## src/rtl/sma_pkg.sv

```systemverilog
// Shared types, constants and codes for the stack machine execution unit.
package sma_pkg;

  localparam int STACK_DEPTH = 256;
  localparam int WORD_BITS   = 32;
  localparam int ADDR_BITS   = $clog2(STACK_DEPTH);
  localparam int COUNT_BITS  = $clog2(STACK_DEPTH + 1);
  localparam int FIELD_BITS  = 32;
  localparam int DEPTH_BITS  = 9;

  typedef logic signed [WORD_BITS-1:0] word_t;
  typedef logic [COUNT_BITS-1:0]       count_t;
  typedef logic [ADDR_BITS-1:0]        addr_t;

  typedef enum logic [2:0] {
    CMD_PUSH = 3'd0,
    CMD_POP  = 3'd1,
    CMD_ADD  = 3'd2,
    CMD_SUB  = 3'd3,
    CMD_MUL  = 3'd4,
    CMD_DIV  = 3'd5,
    CMD_PEEK = 3'd6,
    CMD_HALT = 3'd7
  } cmd_t;

  typedef enum logic [2:0] {
    ST_OK     = 3'd0,
    ST_UNDER  = 3'd1,
    ST_OVER   = 3'd2,
    ST_DIVZ   = 3'd3,
    ST_HALTED = 3'd4
  } status_t;

  typedef struct packed {
    cmd_t                         cmd;
    logic signed [FIELD_BITS-1:0] operand;
  } req_t;

  typedef struct packed {
    logic signed [FIELD_BITS-1:0] top_value;
    logic [DEPTH_BITS-1:0]        depth;
    status_t                      status;
    logic                         halted;
  } rsp_t;

  typedef enum logic [1:0] {
    S_IDLE,
    S_EXEC,
    S_DIV,
    S_WB
  } state_t;

  typedef enum logic [2:0] {
    UPD_NONE,
    UPD_PUSH,
    UPD_POP,
    UPD_RES,
    UPD_HALT
  } upd_t;

  // Commands from the controller to the datapath
  typedef struct packed {
    logic    load_req;
    logic    rd_en;
    logic    mul_load;
    logic    div_start;
    upd_t    upd;
    logic    emit;
    status_t status;
  } ctrl_cmd_t;

  // Status from the datapath to the controller
  typedef struct packed {
    cmd_t cmd;
    logic halted;
    logic empty;
    logic below_two;
    logic full;
    logic right_zero;
    logic div_done;
    logic out_free;
  } dp_stat_t;

endpackage

```

## src/rtl/sma_ctrl.sv

```systemverilog
// Controller: sequences each request through read and execute, then divide for div and write-back for mul and div.
module sma_ctrl (
  input  logic               clk,
  input  logic               rst,
  input  logic               req_valid,
  output logic               req_ready,
  input  sma_pkg::dp_stat_t  stat,
  output sma_pkg::ctrl_cmd_t ctrl
);
  import sma_pkg::*;

  state_t state;
  state_t state_next;

  // State register
  always_ff @(posedge clk) begin
    if (rst) begin
      state <= S_IDLE;
    end else begin
      state <= state_next;
    end
  end

  // Next state
  always_comb begin
    state_next = state;
    unique case (state)
      S_IDLE: begin
        if (req_valid) begin
          state_next = S_EXEC;
        end
      end
      S_EXEC: begin
        if (stat.out_free) begin
          state_next = S_IDLE;
          if (!stat.halted && !stat.below_two) begin
            if (stat.cmd == CMD_MUL) begin
              state_next = S_WB;
            end else if (stat.cmd == CMD_DIV && !stat.right_zero) begin
              state_next = S_DIV;
            end
          end
        end
      end
      S_DIV: begin
        if (stat.div_done) begin
          state_next = S_WB;
        end
      end
      S_WB: begin
        if (stat.out_free) begin
          state_next = S_IDLE;
        end
      end
      default: state_next = S_IDLE;
    endcase
  end

  // Outputs
  always_comb begin
    req_ready      = 1'b0;
    ctrl.load_req  = 1'b0;
    ctrl.rd_en     = 1'b0;
    ctrl.mul_load  = 1'b0;
    ctrl.div_start = 1'b0;
    ctrl.upd       = UPD_NONE;
    ctrl.emit      = 1'b0;
    ctrl.status    = ST_OK;
    unique case (state)
      S_IDLE: begin
        req_ready = 1'b1;
        if (req_valid) begin
          ctrl.load_req = 1'b1;
          ctrl.rd_en    = 1'b1;
        end
      end
      S_EXEC: begin
        if (stat.out_free) begin
          if (stat.halted) begin
            ctrl.emit   = 1'b1;
            ctrl.status = ST_HALTED;
          end else begin
            unique case (stat.cmd) inside
              CMD_PUSH: begin
                ctrl.emit = 1'b1;
                if (stat.full) begin
                  ctrl.status = ST_OVER;
                end else begin
                  ctrl.upd = UPD_PUSH;
                end
              end
              CMD_POP, CMD_PEEK: begin
                ctrl.emit = 1'b1;
                if (stat.empty) begin
                  ctrl.status = ST_UNDER;
                end else if (stat.cmd == CMD_POP) begin
                  ctrl.upd = UPD_POP;
                end
              end
              CMD_HALT: begin
                ctrl.emit = 1'b1;
                ctrl.upd  = UPD_HALT;
              end
              CMD_ADD, CMD_SUB: begin
                ctrl.emit = 1'b1;
                if (stat.below_two) begin
                  ctrl.status = ST_UNDER;
                end else begin
                  ctrl.upd = UPD_RES;
                end
              end
              CMD_MUL: begin
                if (stat.below_two) begin
                  ctrl.emit   = 1'b1;
                  ctrl.status = ST_UNDER;
                end else begin
                  ctrl.mul_load = 1'b1;
                end
              end
              default: begin
                if (stat.below_two) begin
                  ctrl.emit   = 1'b1;
                  ctrl.status = ST_UNDER;
                end else if (stat.right_zero) begin
                  ctrl.emit   = 1'b1;
                  ctrl.status = ST_DIVZ;
                end else begin
                  ctrl.div_start = 1'b1;
                end
              end
            endcase
          end
        end
      end
      S_DIV: ;
      S_WB: begin
        if (stat.out_free) begin
          ctrl.upd  = UPD_RES;
          ctrl.emit = 1'b1;
        end
      end
      default: ;
    endcase
  end

endmodule

```

## config.mk

```make
export PLATFORM = sky130hd
export DESIGN_NAME = sma_ctrl
export DESIGN_NICKNAME = d
export VERILOG_FILES = /design/src/rtl/sma_pkg.sv /design/src/rtl/sma_ctrl.sv
export SDC_FILE = /design/constraint.sdc
export NUM_CORES = 1
export LEC_CHECK = 0
export BUFFER_PORTS_ARGS = -buffer_cell sky130_fd_sc_hd__buf_2
export CAP_MARGIN = 30
export CELL_PAD_IN_SITES_DETAIL_PLACEMENT = 1
export CELL_PAD_IN_SITES_GLOBAL_PLACEMENT = 2
export CORE_UTILIZATION = 18
export DETAILED_ROUTE_END_ITERATION = 12
export HOLD_SLACK_MARGIN = 0.02
export PLACE_DENSITY_LB_ADDON = 0.1
export SYNTH_ARGS = -nofsm -noshare
export SYNTH_HDL_FRONTEND = slang
export SYNTH_SLANG_ARGS = --single-unit
```

## constraint.sdc

```tcl
create_clock -name clk -period 1.7 [get_ports clk]
set_input_delay 0.34 -clock clk [delete_from_list [all_inputs] [get_ports clk]]
set_output_delay 0.34 -clock clk [all_outputs]
set_load 0.005 [all_outputs]
```

==> impl_metrics.json <==
{
  "num_rows": 14,
  "cts_setup_buffers": 0,
  "setup_viol": 0,
  "p_per_area_nw_per_um2": 472.8,
  "cts_tree": "yes",
  "ant_nets": 0,
  "grt-ovfl-total": 0,
  "critical-path-top-delay-family": "flip-flops",
  "grt_max_degree": 11,
  "viasPerCell": 4.546,
  "syn_area_um2": 325.3,
  "hold_path.class": "in2reg",
  "synth-seq-cells": 2,
  "wl_um": 989,
  "fin_util": 0.3100,
  "nets": 88,
  "netlist.area_leader.share": 0.1231,
  "path_depth": 3,
  "synth-seq-area-share": 0.1231,
  "cts.clk_slew.worst_paths_ns": 0.03,
  "p_leak_nw": 0.2378,
  "antenna_cells": 0,
  "p_comb_frac": 0.320,
  "areaGrowthSynthToFinish_pct": 51.92,
  "cpMaxStageDelayCell": "dfxtp_2",
  "dr.pass1.iters": 2,
  "cp_slowest_stage_delay_ns": 0.37,
  "synth_area_leaders": "dfxtp_1 12%, nor2_1 8.1%, buf_6 6.9%",
  "clockBufferDepth": 2,
  "detail_route.wl_per_cell_um": 10.20,
  "maxCapViolations": 0,
  "place_congestion": 0.6524,
  "first_iter_violations": 5,
  "crit_fanout": 6,
  "cts_sinks": 2,
  "cp.required_ns": 1.36,
  "pre_cts_slack_ns": 0.1812,
  "cp-endpoint": "ctrl[5]",
  "reg2reg_to": "state[0]$_SDFFE_PP0P_",
  "fin_worst_skew_ns": 0.0004862,
  "setup.worst_path.start_class": "flip-flop",
  "final.period_utilization": 0.9173,
  "dpl.cell_count": 94,
  "die-area_um2": 1981,
  "dieHeight_um": 44.51,
  "grt_pass1_vias": 389,
  "layout_commonest_cell": "buf_2",
  "drv_slew": 0,
  "worstMarginPinSlew_ns": 0.2502,
  "finalPower_mw": 0.2336,
  "rsz0062_at_grt": "false",
  "yosysTopAreaCell": "dfxtp_1",
  "syn_nets": 59,
  "cts_root_buf": "clkbuf_4",
  "setup.worst_path.start": "state[0]$_SDFFE_PP0P_",
  "htree_levels": 1,
  "fin_cells": 97,
  "slew_headroom": 0.8310,
  "crit_buf_inv": 1,
  "pwr-share-seq": 0.229,
  "layout_min_cycle_time_ns": 1.559,
  "fin_ws_ns": 0.1405,
  "syn_inst": 46,
  "ir_drop_mv": 0.2079,
  "p_switching_mw": 0.06922,
  "dp_hpwl_um": 806,
  "clock_latency_ns": 0.22,
  "layout_common_cells": "24 x buf_2, 7 x nor2_1, 5 x nand2_1, 4 x a21oi_1, 4 x buf_4",
  "portBuffers": 24,
  "worstPathArrival_ns": 1.22,
  "cp_cell_sequence": "nand2_1, o41ai_1, buf_2",
  "status": "complete, no violations",
  "cts_buffers": 3,
  "cts_resized": 0,
  "intPower_mw": 0.1644,
  "avgSynthCellArea_um2": 7.072,
  "netSwitchingFraction": 0.2962,
  "grt_pass1_wl_um": 1580,
  "crit_type": "reg2out",
  "fin_tns_setup_ns": 0,
  "die_width_um": 44.51,
  "hold_violations": 0,
  "clkPwrFrac": 0.451,
  "core_area_um2": 1594,
  "antenna_found_initial": 0,
  "hold_buffers": 0,
  "drive_above_1_share": 0.5068,
  "r2r_slack_ns": 0.57,
  "drc": 0,
  "endpoint_kind": "output port",
  "grtUsageTotal": 0.1084,
  "yosysWarnings": 0,
  "vias": 441,
  "rr_worst_depth": 4,
  "ys_types": 27,
  "io-pin-count": 25,
  "initial_core_util": 0.2041,
  "max_freq_mhz": 641.3
}
cell usage after synthesis:
master and n:
inv_1 1, nor2b_1 1, nand3_1 3, o21ai_0 1
and2_1 1, nand4b_1 1, and4b_1 1, nand3b_2 1
a21oi_1 4, nand3b_1 1, o221ai_1 1, a311oi_1 1
a31oi_1 1, a211oi_1 1, nor3b_1 1, dfxtp_1 2
buf_6 2, nor3_1 2, and4b_2 1, nor2_2 1
and2b_2 1, buf_4 1, nor3b_4 1, o41ai_1 2
buf_2 1, nand2_1 5, nor2_1 7
cells by family (layout without fill, tap and decap cells):
family / after synthesis / in the layout / synth area share
and+or+nand+nor: 28 / 28 / 0.5308
AOI/OAI and AO/OA: 11 / 11 / 0.2270
buffers and inverters: 5 / 32 / 0.1192
DFF: 2 / 2 / 0.1231
worst min path at each step:
stage	start	endpoint	slack, ns	depth (start not counted)
floorplan	rst	flip-flop	0.41	1
global placement	rst	state[0]$_SDFFE_PP0P_	0.52	2
detailed placement	rst	state[0]$_SDFFE_PP0P_	0.52	2
CTS	rst	state[0]$_SDFFE_PP0P_	0.29	2
global route	rst	state[0]$_SDFFE_PP0P_	0.28	2
finish	rst	state[0]$_SDFFE_PP0P_	0.29	2
cell type report:
type | instances | area (um2)
fillers | 213 | 1100
repair buffers | 28 | 150.1
clock buffers | 3 | 22.52
well taps | 24 | 30.03
multi-input cells | 39 | 246.5
inverters | 1 | 3.754
flip-flops and latches | 2 | 41.29
worst register-to-register path, stage by stage, from the launching register on:
cell and delay (ns):
dfxtp_1 0.34, buf_4 0.15, and2b_2 0.21, a211oi_1 0.22, a311oi_1 0.07
per-layer routing:
metal,GRT usage,share of wire,up-vias
li1,-,-,226
met1,0.1377,0.47,199
met2,0.1706,0.47,14
met3,0.01224,0.048,2
met4,0.07273,0.0081,0
met5,0,0,-
through the flow:
stage	hold WS [ns]	area [um2]
2_1_floorplan	0.4091	325.3
3_3_place_gp	0.5190	470.5
3_5_place_dp	0.5244	470.5
4_1_cts	0.2883	493.0
5_1_grt	0.2849	494.2
6_report	0.2878	494.2
power groups by stage:
stage	registers, mW	clock network [mW]	logic, mW
global route	0.0538	0.118	0.0837
CTS	0.0530	0.111	0.0760
finish	0.0536	0.105	0.0748
floorplan	0.0525	0	0.0452
global placement	0.0535	0	0.0766
detailed placement	0.0535	0	0.0758
Note: power is estimated with default switching activity, not from simulation.
